$ cat config.mk
export PLATFORM = sky130hd
export DESIGN_NAME = infix_integer_expression_evaluator_core_flat
export DESIGN_NICKNAME = d
export VERILOG_FILES = /design/src/rtl/iee_pkg.sv /design/src/rtl/iee_stream_if.sv /design/src/rtl/iee_muldiv.sv /design/src/rtl/iee_datapath.sv /design/src/rtl/iee_controller.sv /design/src/rtl/infix_integer_expression_evaluator_core.sv /design/src/flat_wrapper.sv
export SDC_FILE = /design/constraint.sdc
export NUM_CORES = 1
export LEC_CHECK = 0
export ABC_AREA = 1
export BUFFER_PORTS_ARGS = -buffer_cell sky130_fd_sc_hd__buf_2
export CORE_MARGIN = 2
export CORE_UTILIZATION = 29
export DETAILED_ROUTE_END_ITERATION = 6
export PLACE_DENSITY = 0.42
export SLEW_MARGIN = 20
export SYNTH_ARGS = -nofsm -noshare
export SYNTH_HDL_FRONTEND = slang
export SYNTH_HIERARCHICAL = 1
export SYNTH_SLANG_ARGS = --single-unit
$ cat constraint.sdc
create_clock -name clk -period 4.9 [get_ports clk]
set_input_delay 0.735 -clock clk [delete_from_list [all_inputs] [get_ports clk]]
set_output_delay 0.735 -clock clk [all_outputs]
set_load 0.05 [all_outputs]
$ cat src/rtl/iee_pkg.sv
// Shared types and constants for the infix expression evaluator.
// Depends on nothing; the datapath, controller, top level and checker import it.
`default_nettype none

package iee_pkg;

  // Character codes that the parser reacts to
  localparam logic [7:0] CHR_PLUS  = 8'h2B;
  localparam logic [7:0] CHR_MINUS = 8'h2D;
  localparam logic [7:0] CHR_STAR  = 8'h2A;
  localparam logic [7:0] CHR_SLASH = 8'h2F;
  localparam logic [7:0] CHR_ZERO  = 8'h30;
  localparam logic [7:0] CHR_NINE  = 8'h39;
  localparam logic [7:0] CHR_SPACE = 8'h20;
  localparam logic [7:0] CHR_TAB   = 8'h09;
  localparam logic [7:0] CHR_CR    = 8'h0D;

  // Result status codes
  localparam logic [2:0] ST_OK      = 3'd0;
  localparam logic [2:0] ST_EMPTY   = 3'd1;
  localparam logic [2:0] ST_INVALID = 3'd2;
  localparam logic [2:0] ST_EDGE    = 3'd3;
  localparam logic [2:0] ST_CONSEC  = 3'd4;
  localparam logic [2:0] ST_DIVZERO = 3'd5;

  localparam int OUT_W = 32;

  // Class of the character held in the datapath
  typedef enum logic [1:0] {
    CH_WS,
    CH_DIGIT,
    CH_OP,
    CH_BAD
  } char_cls_t;

  // Class of the last character that was not white space
  typedef enum logic [1:0] {
    PC_NONE  = 2'd0,
    PC_DIGIT = 2'd1,
    PC_OP    = 2'd2,
    PC_BAD   = 2'd3
  } prev_cls_t;

  typedef enum logic [2:0] {
    S_IDLE,
    S_DECODE,
    S_END,
    S_CLOSE,
    S_ARITH,
    S_APPLY,
    S_FINISH
  } ctl_state_t;

  // Commands from the controller to the datapath
  typedef struct packed {
    logic load_char;
    logic digit;
    logic bad;
    logic op_mark;
    logic num_copy;
    logic div_zero;
    logic unit_start;
    logic unit_take;
    logic apply_op;
    logic apply_end;
    logic finish;
  } dp_cmd_t;

  // Status from the datapath to the controller
  typedef struct packed {
    char_cls_t cls;
    logic      last;
    prev_cls_t prev;
    logic      term_started;
    logic      op_is_div;
    logic      cur_zero;
    logic      unit_done;
    logic      out_free;
  } dp_stat_t;

endpackage

`default_nettype wire

$ cat src/rtl/iee_stream_if.sv
// Valid/ready channel interfaces for the evaluator's input and result words.
// Depends on nothing.
`default_nettype none

interface iee_in_if;
  logic       valid;
  logic       ready;
  logic [7:0] char_code;
  logic       last_char;

  modport source (output valid, output char_code, output last_char, input ready);
  modport sink   (input valid, input char_code, input last_char, output ready);
endinterface

interface iee_out_if;
  logic               valid;
  logic               ready;
  logic signed [31:0] value;
  logic        [2:0]  status;

  modport source (output valid, output value, output status, input ready);
  modport sink   (input valid, input value, input status, output ready);
endinterface

`default_nettype wire

$ cat src/rtl/iee_muldiv.sv
// Shared iterative multiplier and signed divider, one bit per cycle.
// Depends on nothing but its parameter.
`default_nettype none

module iee_muldiv #(
  parameter int W = 32
) (
  input  wire logic         clk,
  input  wire logic         rst_n,
  input  wire logic         start,
  input  wire logic         is_div,
  input  wire logic [W-1:0] a,
  input  wire logic [W-1:0] b,
  output logic              done,
  output logic [W-1:0]      result
);

  localparam int CW = $clog2(W);

  logic          busy_r, busy_nxt;
  logic          done_r, done_nxt;
  logic [CW-1:0] cnt_r, cnt_nxt;
  logic          div_r, div_nxt;
  logic          neg_r, neg_nxt;
  logic [W-1:0]  acc_r, acc_nxt;
  logic [W-1:0]  sh_r, sh_nxt;
  logic [W-1:0]  b_r, b_nxt;
  logic [W:0]    rem_sh;
  logic [W:0]    diff;
  logic [W-1:0]  mag_a;
  logic [W-1:0]  mag_b;

  // Step the shift-add or restoring-divide iteration
  always_comb begin
    busy_nxt = busy_r;
    done_nxt = 1'b0;
    cnt_nxt  = cnt_r;
    div_nxt  = div_r;
    neg_nxt  = neg_r;
    acc_nxt  = acc_r;
    sh_nxt   = sh_r;
    b_nxt    = b_r;
    mag_a    = a[W-1] ? (~a + 1'b1) : a;
    mag_b    = b[W-1] ? (~b + 1'b1) : b;
    rem_sh   = {acc_r, sh_r[W-1]};
    diff     = rem_sh - {1'b0, b_r};
    if (start) begin
      busy_nxt = 1'b1;
      cnt_nxt  = '0;
      div_nxt  = is_div;
      neg_nxt  = a[W-1] ^ b[W-1];
      acc_nxt  = '0;
      sh_nxt   = is_div ? mag_a : b;
      b_nxt    = is_div ? mag_b : a;
    end else if (busy_r) begin
      if (div_r) begin
        if (!diff[W]) begin
          acc_nxt = diff[W-1:0];
          sh_nxt  = {sh_r[W-2:0], 1'b1};
        end else begin
          acc_nxt = rem_sh[W-1:0];
          sh_nxt  = {sh_r[W-2:0], 1'b0};
        end
      end else begin
        if (sh_r[0]) begin
          acc_nxt = acc_r + b_r;
        end
        b_nxt  = {b_r[W-2:0], 1'b0};
        sh_nxt = {1'b0, sh_r[W-1:1]};
      end
      cnt_nxt = cnt_r + 1'b1;
      if (cnt_r == CW'(W - 1)) begin
        busy_nxt = 1'b0;
        done_nxt = 1'b1;
      end
    end
  end

  always_ff @(posedge clk) begin
    if (!rst_n) begin
      busy_r <= 1'b0;
      done_r <= 1'b0;
      cnt_r  <= '0;
    end else begin
      busy_r <= busy_nxt;
      done_r <= done_nxt;
      cnt_r  <= cnt_nxt;
    end
  end

  always_ff @(posedge clk) begin
    div_r <= div_nxt;
    neg_r <= neg_nxt;
    acc_r <= acc_nxt;
    sh_r  <= sh_nxt;
    b_r   <= b_nxt;
  end

  assign done   = done_r;
  assign result = div_r ? (neg_r ? (~sh_r + 1'b1) : sh_r) : acc_r;

endmodule

`default_nettype wire

$ cat src/rtl/iee_datapath.sv
// Evaluator datapath: number, term and sum registers, error tracking and
// the result word register. Depends on iee_pkg and iee_muldiv.
`default_nettype none

module iee_datapath #(
  parameter int W = 32
) (
  input  wire logic               clk,
  input  wire logic               rst_n,
  input  wire iee_pkg::dp_cmd_t   cmd,
  output iee_pkg::dp_stat_t       stat,
  input  wire logic [7:0]         char_code,
  input  wire logic               last_char,
  output logic                    out_valid,
  input  wire logic               out_ready,
  output logic signed [31:0]      out_value,
  output logic        [2:0]       out_status
);

  import iee_pkg::*;

  logic [7:0]   char_r;
  logic         last_r;
  logic [W-1:0] cur_r, cur_nxt;
  logic [W-1:0] prod_r, prod_nxt;
  logic [W-1:0] sum_r, sum_nxt;
  logic         op_div_r, op_div_nxt;
  logic         started_r, started_nxt;
  logic         add_neg_r, add_neg_nxt;
  prev_cls_t    prev_r, prev_nxt;
  logic         first_op_r, first_op_nxt;
  logic [2:0]   err_r, err_nxt;
  logic         ovalid_r, ovalid_nxt;
  logic signed [31:0] oval_r;
  logic [2:0]   ostat_r;

  char_cls_t    cls;
  logic         is_mul_div;
  logic [W-1:0] digit_val;
  logic [W-1:0] term_sum;
  logic [W-1:0] unit_res;
  logic         unit_done;
  logic [2:0]   fin_status;
  logic signed [31:0] fin_value;

  // Keep the lowest nonzero error code
  function automatic logic [2:0] note_err(input logic [2:0] cur, input logic [2:0] code);
    note_err = (cur == ST_OK || code < cur) ? code : cur;
  endfunction

  iee_muldiv #(.W(W)) u_muldiv (
    .clk    (clk),
    .rst_n  (rst_n),
    .start  (cmd.unit_start),
    .is_div (op_div_r),
    .a      (prod_r),
    .b      (cur_r),
    .done   (unit_done),
    .result (unit_res)
  );

  // Classify the held character
  always_comb begin
    if (char_r inside {[CHR_TAB:CHR_CR], CHR_SPACE}) begin
      cls = CH_WS;
    end else if (char_r inside {[CHR_ZERO:CHR_NINE]}) begin
      cls = CH_DIGIT;
    end else if (char_r inside {CHR_PLUS, CHR_MINUS, CHR_STAR, CHR_SLASH}) begin
      cls = CH_OP;
    end else begin
      cls = CH_BAD;
    end
  end

  assign is_mul_div = (char_r == CHR_STAR) || (char_r == CHR_SLASH);
  assign digit_val  = W'(char_r[3:0]);
  assign term_sum   = add_neg_r ? (sum_r - prod_r) : (sum_r + prod_r);

  // Work out the status and value of a finished expression
  always_comb begin
    if (prev_r == PC_NONE) begin
      fin_status = ST_EMPTY;
    end else begin
      fin_status = err_r;
      if ((first_op_r || prev_r == PC_OP) && (err_r == ST_OK || err_r > ST_EDGE)) begin
        fin_status = ST_EDGE;
      end
    end
    fin_value = (fin_status == ST_OK) ? OUT_W'(signed'(sum_r)) : '0;
  end

  // Apply the controller's commands to the evaluation state
  always_comb begin
    cur_nxt      = cur_r;
    prod_nxt     = prod_r;
    sum_nxt      = sum_r;
    op_div_nxt   = op_div_r;
    started_nxt  = started_r;
    add_neg_nxt  = add_neg_r;
    prev_nxt     = prev_r;
    first_op_nxt = first_op_r;
    err_nxt      = err_r;
    ovalid_nxt   = ovalid_r && !out_ready;
    if (cmd.digit) begin
      cur_nxt  = {cur_r[W-4:0], 3'b000} + {cur_r[W-2:0], 1'b0} + digit_val;
      prev_nxt = PC_DIGIT;
    end
    if (cmd.bad) begin
      err_nxt  = note_err(err_r, ST_INVALID);
      prev_nxt = PC_BAD;
    end
    if (cmd.op_mark) begin
      if (prev_r == PC_NONE) begin
        first_op_nxt = 1'b1;
      end
      if (prev_r == PC_OP) begin
        err_nxt = note_err(err_r, ST_CONSEC);
      end
    end
    if (cmd.num_copy) begin
      prod_nxt = cur_r;
    end
    if (cmd.div_zero) begin
      err_nxt = note_err(err_r, ST_DIVZERO);
    end
    if (cmd.unit_take) begin
      prod_nxt = unit_res;
    end
    if (cmd.apply_op) begin
      cur_nxt  = '0;
      prev_nxt = PC_OP;
      if (is_mul_div) begin
        started_nxt = 1'b1;
        op_div_nxt  = (char_r == CHR_SLASH);
      end else begin
        sum_nxt     = term_sum;
        started_nxt = 1'b0;
        add_neg_nxt = (char_r == CHR_MINUS);
      end
    end
    if (cmd.apply_end) begin
      cur_nxt     = '0;
      sum_nxt     = term_sum;
      started_nxt = 1'b0;
    end
    if (cmd.finish) begin
      ovalid_nxt   = 1'b1;
      cur_nxt      = '0;
      prod_nxt     = '0;
      sum_nxt      = '0;
      op_div_nxt   = 1'b0;
      started_nxt  = 1'b0;
      add_neg_nxt  = 1'b0;
      prev_nxt     = PC_NONE;
      first_op_nxt = 1'b0;
      err_nxt      = ST_OK;
    end
  end

  always_ff @(posedge clk) begin
    if (!rst_n) begin
      cur_r      <= '0;
      prod_r     <= '0;
      sum_r      <= '0;
      op_div_r   <= 1'b0;
      started_r  <= 1'b0;
      add_neg_r  <= 1'b0;
      prev_r     <= PC_NONE;
      first_op_r <= 1'b0;
      err_r      <= ST_OK;
      ovalid_r   <= 1'b0;
    end else begin
      cur_r      <= cur_nxt;
      prod_r     <= prod_nxt;
      sum_r      <= sum_nxt;
      op_div_r   <= op_div_nxt;
      started_r  <= started_nxt;
      add_neg_r  <= add_neg_nxt;
      prev_r     <= prev_nxt;
      first_op_r <= first_op_nxt;
      err_r      <= err_nxt;
      ovalid_r   <= ovalid_nxt;
    end
  end

  // Hold the input word and the result word
  always_ff @(posedge clk) begin
    if (cmd.load_char) begin
      char_r <= char_code;
      last_r <= last_char;
    end
    if (cmd.finish) begin
      oval_r  <= fin_value;
      ostat_r <= fin_status;
    end
  end

  assign stat.cls          = cls;
  assign stat.last         = last_r;
  assign stat.prev         = prev_r;
  assign stat.term_started = started_r;
  assign stat.op_is_div    = op_div_r;
  assign stat.cur_zero     = (cur_r == '0);
  assign stat.unit_done    = unit_done;
  assign stat.out_free     = !ovalid_r || out_ready;

  assign out_valid  = ovalid_r;
  assign out_value  = oval_r;
  assign out_status = ostat_r;

endmodule

`default_nettype wire

$ cat src/rtl/iee_controller.sv
// Evaluator sequencer: walks each input word through decode and, for an operator
// or the end, through number close, arithmetic and term update. Depends on iee_pkg.
`default_nettype none

module iee_controller (
  input  wire logic              clk,
  input  wire logic              rst_n,
  input  wire logic              in_valid,
  output logic                   in_ready,
  input  wire iee_pkg::dp_stat_t stat,
  output iee_pkg::dp_cmd_t       cmd
);

  import iee_pkg::*;

  ctl_state_t state_r, state_nxt;
  logic       ending_r, ending_nxt;

  always_ff @(posedge clk) begin
    if (!rst_n) begin
      state_r  <= S_IDLE;
      ending_r <= 1'b0;
    end else begin
      state_r  <= state_nxt;
      ending_r <= ending_nxt;
    end
  end

  // Pick the next state and drive the datapath commands
  always_comb begin
    state_nxt  = state_r;
    ending_nxt = ending_r;
    cmd        = '0;
    in_ready   = 1'b0;
    case (state_r)
      S_IDLE: begin
        in_ready = 1'b1;
        if (in_valid) begin
          cmd.load_char = 1'b1;
          state_nxt     = S_DECODE;
        end
      end
      S_DECODE: begin
        state_nxt = stat.last ? S_END : S_IDLE;
        case (stat.cls)
          CH_DIGIT: cmd.digit = 1'b1;
          CH_BAD:   cmd.bad   = 1'b1;
          CH_OP: begin
            cmd.op_mark = 1'b1;
            ending_nxt  = 1'b0;
            state_nxt   = S_CLOSE;
          end
          default: ;
        endcase
      end
      // A trailing number still has to be folded in
      S_END: begin
        if (stat.prev == PC_DIGIT) begin
          ending_nxt = 1'b1;
          state_nxt  = S_CLOSE;
        end else begin
          state_nxt = S_FINISH;
        end
      end
      S_CLOSE: begin
        if (!stat.term_started) begin
          cmd.num_copy = 1'b1;
          state_nxt    = S_APPLY;
        end else if (stat.op_is_div && stat.cur_zero) begin
          cmd.div_zero = 1'b1;
          state_nxt    = S_APPLY;
        end else begin
          cmd.unit_start = 1'b1;
          state_nxt      = S_ARITH;
        end
      end
      S_ARITH: begin
        if (stat.unit_done) begin
          cmd.unit_take = 1'b1;
          state_nxt     = S_APPLY;
        end
      end
      S_APPLY: begin
        if (ending_r) begin
          cmd.apply_end = 1'b1;
          state_nxt     = S_FINISH;
        end else begin
          cmd.apply_op = 1'b1;
          state_nxt    = stat.last ? S_FINISH : S_IDLE;
        end
      end
      // Wait for room in the result register
      S_FINISH: begin
        if (stat.out_free) begin
          cmd.finish = 1'b1;
          state_nxt  = S_IDLE;
        end
      end
      default: state_nxt = S_IDLE;
    endcase
  end

endmodule

`default_nettype wire

$ cat src/rtl/infix_integer_expression_evaluator_core.sv
// Infix integer expression evaluator, top level.
// Depends on iee_pkg, iee_stream_if, iee_controller and iee_datapath.
//
// Usage: send an expression one character per word on in_ch (valid/ready),
// with last_char set on the final character. Decimal integers and + - * /
// are understood, white space is skipped, * and / bind tighter than + and -,
// division truncates towards zero and all arithmetic wraps at VALUE_WIDTH.
// One word per expression comes out on out_ch: a signed 32-bit value and a
// status code (0 on success; on any error the value is 0).
// A digit, white space or invalid character is accepted and decoded.
// An operator then also closes the pending number and updates the sum
// or term, waiting on the bit-serial multiply/divide unit when it closes
// a product or quotient. The final word also folds in a trailing number
// and loads the result register together with its valid flag.
// Stalls: the result sits in an output register, so characters of the next
// expression are taken while it waits; only the next result waits for it.
// Reset (synchronous, rst_n low) clears all evaluation state and drops any
// pending result.
`default_nettype none

module infix_integer_expression_evaluator_core #(
  parameter int VALUE_WIDTH = 32
) (
  input  wire logic  clk,
  input  wire logic  rst_n,
  iee_in_if.sink     in_ch,
  iee_out_if.source  out_ch
);

  import iee_pkg::*;

  dp_cmd_t  cmd;
  dp_stat_t stat;

  iee_controller u_ctl (
    .clk      (clk),
    .rst_n    (rst_n),
    .in_valid (in_ch.valid),
    .in_ready (in_ch.ready),
    .stat     (stat),
    .cmd      (cmd)
  );

  iee_datapath #(.W(VALUE_WIDTH)) u_dp (
    .clk        (clk),
    .rst_n      (rst_n),
    .cmd        (cmd),
    .stat       (stat),
    .char_code  (in_ch.char_code),
    .last_char  (in_ch.last_char),
    .out_valid  (out_ch.valid),
    .out_ready  (out_ch.ready),
    .out_value  (out_ch.value),
    .out_status (out_ch.status)
  );

endmodule

`default_nettype wire

$ cat src/flat_wrapper.sv
// flat-port wrapper written by rule: the top's interface ports become plain ports
module infix_integer_expression_evaluator_core_flat import iee_pkg::*;
#(
  parameter int VALUE_WIDTH = 32
)
  (clk, rst_n, in_ch_valid, in_ch_char_code, in_ch_last_char, in_ch_ready, out_ch_valid, out_ch_value, out_ch_status, out_ch_ready);
  iee_in_if in_ch_i ();
  iee_out_if out_ch_i ();
  input  wire logic clk;
  input  wire logic rst_n;
  input wire logic [$bits(in_ch_i.valid)-1:0] in_ch_valid;
  input wire logic [$bits(in_ch_i.char_code)-1:0] in_ch_char_code;
  input wire logic [$bits(in_ch_i.last_char)-1:0] in_ch_last_char;
  output wire logic [$bits(in_ch_i.ready)-1:0] in_ch_ready;
  output wire logic [$bits(out_ch_i.valid)-1:0] out_ch_valid;
  output wire logic [$bits(out_ch_i.value)-1:0] out_ch_value;
  output wire logic [$bits(out_ch_i.status)-1:0] out_ch_status;
  input wire logic [$bits(out_ch_i.ready)-1:0] out_ch_ready;
  assign in_ch_i.valid = in_ch_valid;
  assign in_ch_i.char_code = in_ch_char_code;
  assign in_ch_i.last_char = in_ch_last_char;
  assign in_ch_ready = in_ch_i.ready;
  assign out_ch_valid = out_ch_i.valid;
  assign out_ch_value = out_ch_i.value;
  assign out_ch_status = out_ch_i.status;
  assign out_ch_i.ready = out_ch_ready;
  infix_integer_expression_evaluator_core #(.VALUE_WIDTH(VALUE_WIDTH)) u_core (.clk(clk), .rst_n(rst_n), .in_ch(in_ch_i), .out_ch(out_ch_i));
endmodule
==> out/metrics.cfg <==
[status]
status=finished with violations
violations=design-rule violations

[floorplanning]
fp.coreArea_mm2=0.08689
die_w_um=300.1
ioPinCount=50
die_h_um=300.1
rows=108
start_util_pct=29.27
dieArea_mm2=0.09008

[final_layout]
synthToLayoutAreaGrowth_pct=10.12
postLayoutCoreUtil_pct=32.23
seqCellArea_mm2=0.006287
final_area_mm2=0.02800
n_fill_cell=9876
multiInputGateArea_mm2=0.01575
diodes=0
layout.nets=4312
drive_above_1_share_pct=6.633

[critical_path]
worst-path-buf-inv=2
cp.required_ns=5.35
worstPathArrival_ns=4.14
rrSetupSlack_ns=1.22
worstRegToRegCells=22
crit_path_end_kind=flip-flop
crit_family=simple AND/OR/NAND/NOR gates
cpPeakStageDelay_ns=0.35
r2r-end=u_core/u_dp/sum_r[29]$_SDFFE_PP0P_
startpoint_type=flip-flop
r2r_start=u_core/u_dp/prod_r[1]$_SDFFE_PP0P_
slowest_stage=dfxtp_1
crit_path_cell_trace=inv_1 > ha_1 > nand3_2 > nor3_2 > nand3_1 > nor2_1 > nand3_1 > nor2_1 > nand2_1 > nand2_1 > xor2_1 > ha_1 > nand2_1 > nand2_1 > o21bai_1 > a21oi_1 > o21a_1 > nand2_1 > nand2_1 > nand3_1 > nand2_1 > inv_1
setup.worst_path.start=u_core/u_dp/prod_r[1]$_SDFFE_PP0P_
crit_top_cell=nand2_1
crit_fanout=5
crit_type=reg -> reg

[synth]
synth.cell_area_mm2=0.02543
synth_cells=4129
ys.flop_type=dfxtp_1
synth-edff-count=110
synth_cell_types=60
syn_nets=4305
ys_ff_latch=259
ys_seq_area_share_pct=24.72
avgSynthCellArea_um2=6.159
synth-async-reset-ratio_pct=0
ys_warn_count=6

[timing]
skew_ns=0.02404
fin_setup_tns_ns=0
setup_ws_ns=1.216
min_period_over_period_pct=75.18
fmax_mhz=271.5
hold_viol_final=0
hold_ws_ns=0.3512
slew_headroom_pct=40.03
fin_crit_ns=3.684
rsz0062_at_grt=no
drv_slew=0
finalSetupViolCount=0
tightest_slew_ns=0.8974

[detailed_routing]
vias_per_cell=4.844
wl_per_cell_um=18.77
ant_nets=0
drtIter0Drc=1890
drc_errors=1
drt_wl_total_mm=99.79
drtPass1Iterations=7
num_vias=25750

[clock_tree]
ctsHoldBuffers=0
clk_latency_ns=0.57
cts_setup_buffers=0
root_buffer=clkbuf_16
path_clk_slew_ns=0.05
cts_made_buffers=37
htreeDepth=2
cts_tree=done
cts.sinks=259
post_cts_resized=0
clk_path_buf_depth=3

[job]
max_cap_violations=0

[placed_design]
dpl.hpwl_mm=80.26
port_buffers=49
placed_area_mm2=0.02689
dp_slack_ns=1.289
gp_congestion=0.9191

[global_routing]
grt_remaining_overflow=0
grt_pass1_wl_mm=153.1
grt_max_degree=132
grt_pass1_vias=25520
grt.total_usage_pct=22.00
antenna_found_initial=0

[power]
power_leakage_nw=14.10
peakVddDrop_mv=0.5149
power.density_mw_per_mm2=311.0

[hold_path]
holdCritStartpoint=in_ch_char_code[4]
hp-class=in -> reg
hold_depth=1
hold_path_end=u_core/u_dp/char_r[4]$_DFFE_PP_

## synth_stat cells, types with 6 or more instances
library cell	instances	share of area, %
nand2_1	1094	16
inv_1	754	11
nor2_1	367	5.4
o21ai_0	307	6.0
a21oi_1	279	5.5
nand3_1	245	4.8
ha_1	158	7.8
dfxtp_1	149	12
edfxtp_1	110	13
xor2_1	82	2.8
clkbuf_1	76	1.1
nor3_1	58	1.1
nand4_1	44	1.1
o211ai_1	35	1.0
nor2_4	33	1.5
o21ai_1	29	0.57
o221ai_1	28	0.96
nand2_2	26	0.64
inv_2	18	0.27
nor4_1	16	0.39
a21oi_2	15	0.52
o21a_1	15	0.44
o21bai_1	15	0.44
nand3b_1	14	0.41
nor2_2	13	0.32
xnor2_1	13	0.45
buf_2	12	0.24
a21o_1	10	0.30
a31oi_1	10	0.25
buf_1	10	0.15
o31ai_1	10	0.30
or2_2	9	0.22
nand2_4	8	0.35
and2_1	7	0.17
buf_4	6	0.18
## through the flow
step / power (mW) / std cells
2_1_floorplan: 5.333 / 4129
3_3_place_gp: 6.186 / 5252
3_5_place_dp: 6.170 / 5252
4_1_cts: 8.813 / 5316
5_1_grt: 9.364 / 5316
6_report: 8.708 / 5316
## state kept, by name, summed over array words and instances, names as in the netlist, 2 cells and up
name                        flops
u_core/u_ctl/state_r            3
u_core/u_dp/char_r              8
u_core/u_dp/cur_r              32
u_core/u_dp/err_r               3
u_core/u_dp/out_status          3
u_core/u_dp/out_value          32
u_core/u_dp/prev_r              2
u_core/u_dp/prod_r             32
u_core/u_dp/sum_r              32
u_core/u_dp/u_muldiv/acc_r     32
u_core/u_dp/u_muldiv/b_r       32
u_core/u_dp/u_muldiv/cnt_r      5
u_core/u_dp/u_muldiv/sh_r      32
## logic make-up (layout without fill, tap and decap cells)
group                    count (synthesis)  after routing  synth area share [%]
AND/OR/NAND/NOR                       1955           1955                 33.29
buffers and inverters                  886            918                 13.56
AO/OA/AOI/OAI                          767            767                 16.82
flip-flops                             259            259                 24.72
adder cells (fa/ha/maj)                163            163                 8.167
XOR/XNOR                                95             95                 3.272
multiplexers                             4              4                0.1722
## report_power, final
part	internal, mW	switching, mW
registers	2.38	0.191
clock network	1.50	1.07
logic	1.09	2.47
## how the worst max path moves through the flow
stage	end	cells past startpoint
detailed placement	u_core/u_dp/sum_r[29]$_SDFFE_PP0P_	22
global route	u_core/u_dp/sum_r[31]$_SDFFE_PP0P_	23
finish	u_core/u_dp/sum_r[29]$_SDFFE_PP0P_	22
floorplan	u_core/u_dp/cur_r[23]$_SDFFE_PP0P_	12
global placement	u_core/u_dp/sum_r[31]$_SDFFE_PP0P_	23
CTS	u_core/u_dp/sum_r[29]$_SDFFE_PP0P_	22
## per-layer routing
metal / share of wire (%) / track usage, % / vias to the layer above / wire length (um)
li1: - / - / 13280 / -
met1: 47 / 29.34 / 11840 / 46540
met2: 46 / 37.39 / 512 / 46240
met3: 3.7 / 1.886 / 125 / 3693
met4: 3.3 / 7.155 / 0 / 3313
met5: 0 / 0 / - / 0
## layout make-up
cell class                 instances  area share (%)
clock inverter                    10          0.2860
tap                             1155           5.161
inverter                         774           10.37
clock buffer                      54           3.677
sequential                       259           22.45
timing repair buffer              80           1.796
multi-input combinational       2984           56.25
## layout by cell type (no fill, tap or decap), types with 6 or more instances in the layout
cell type / instances
nor2_1: 363
nor3_2: 6
dfxtp_1: 148
nand2_2: 26
o21bai_1: 15
clkbuf_1: 13
nor4_1: 16
a21oi_2: 15
xor2_1: 82
nand3_1: 245
or2_2: 9
a21oi_1: 278
and2_1: 7
inv_1: 754
nand2_4: 8
o221ai_1: 28
ha_1: 158
nand4_1: 44
nand2_1: 1094
a21o_1: 10
nor2_4: 36
o21a_1: 15
a31oi_1: 10
inv_2: 18
o21ai_0: 306
buf_2: 49
xnor2_1: 13
buf_4: 29
clkbuf_16: 37
o31ai_1: 10
nand3b_1: 14
o21ai_1: 29
nor3_1: 57
nor2_2: 14
o211ai_1: 35
edfxtp_1: 110
No activity file was read; power rests on OpenSTA's default activity.
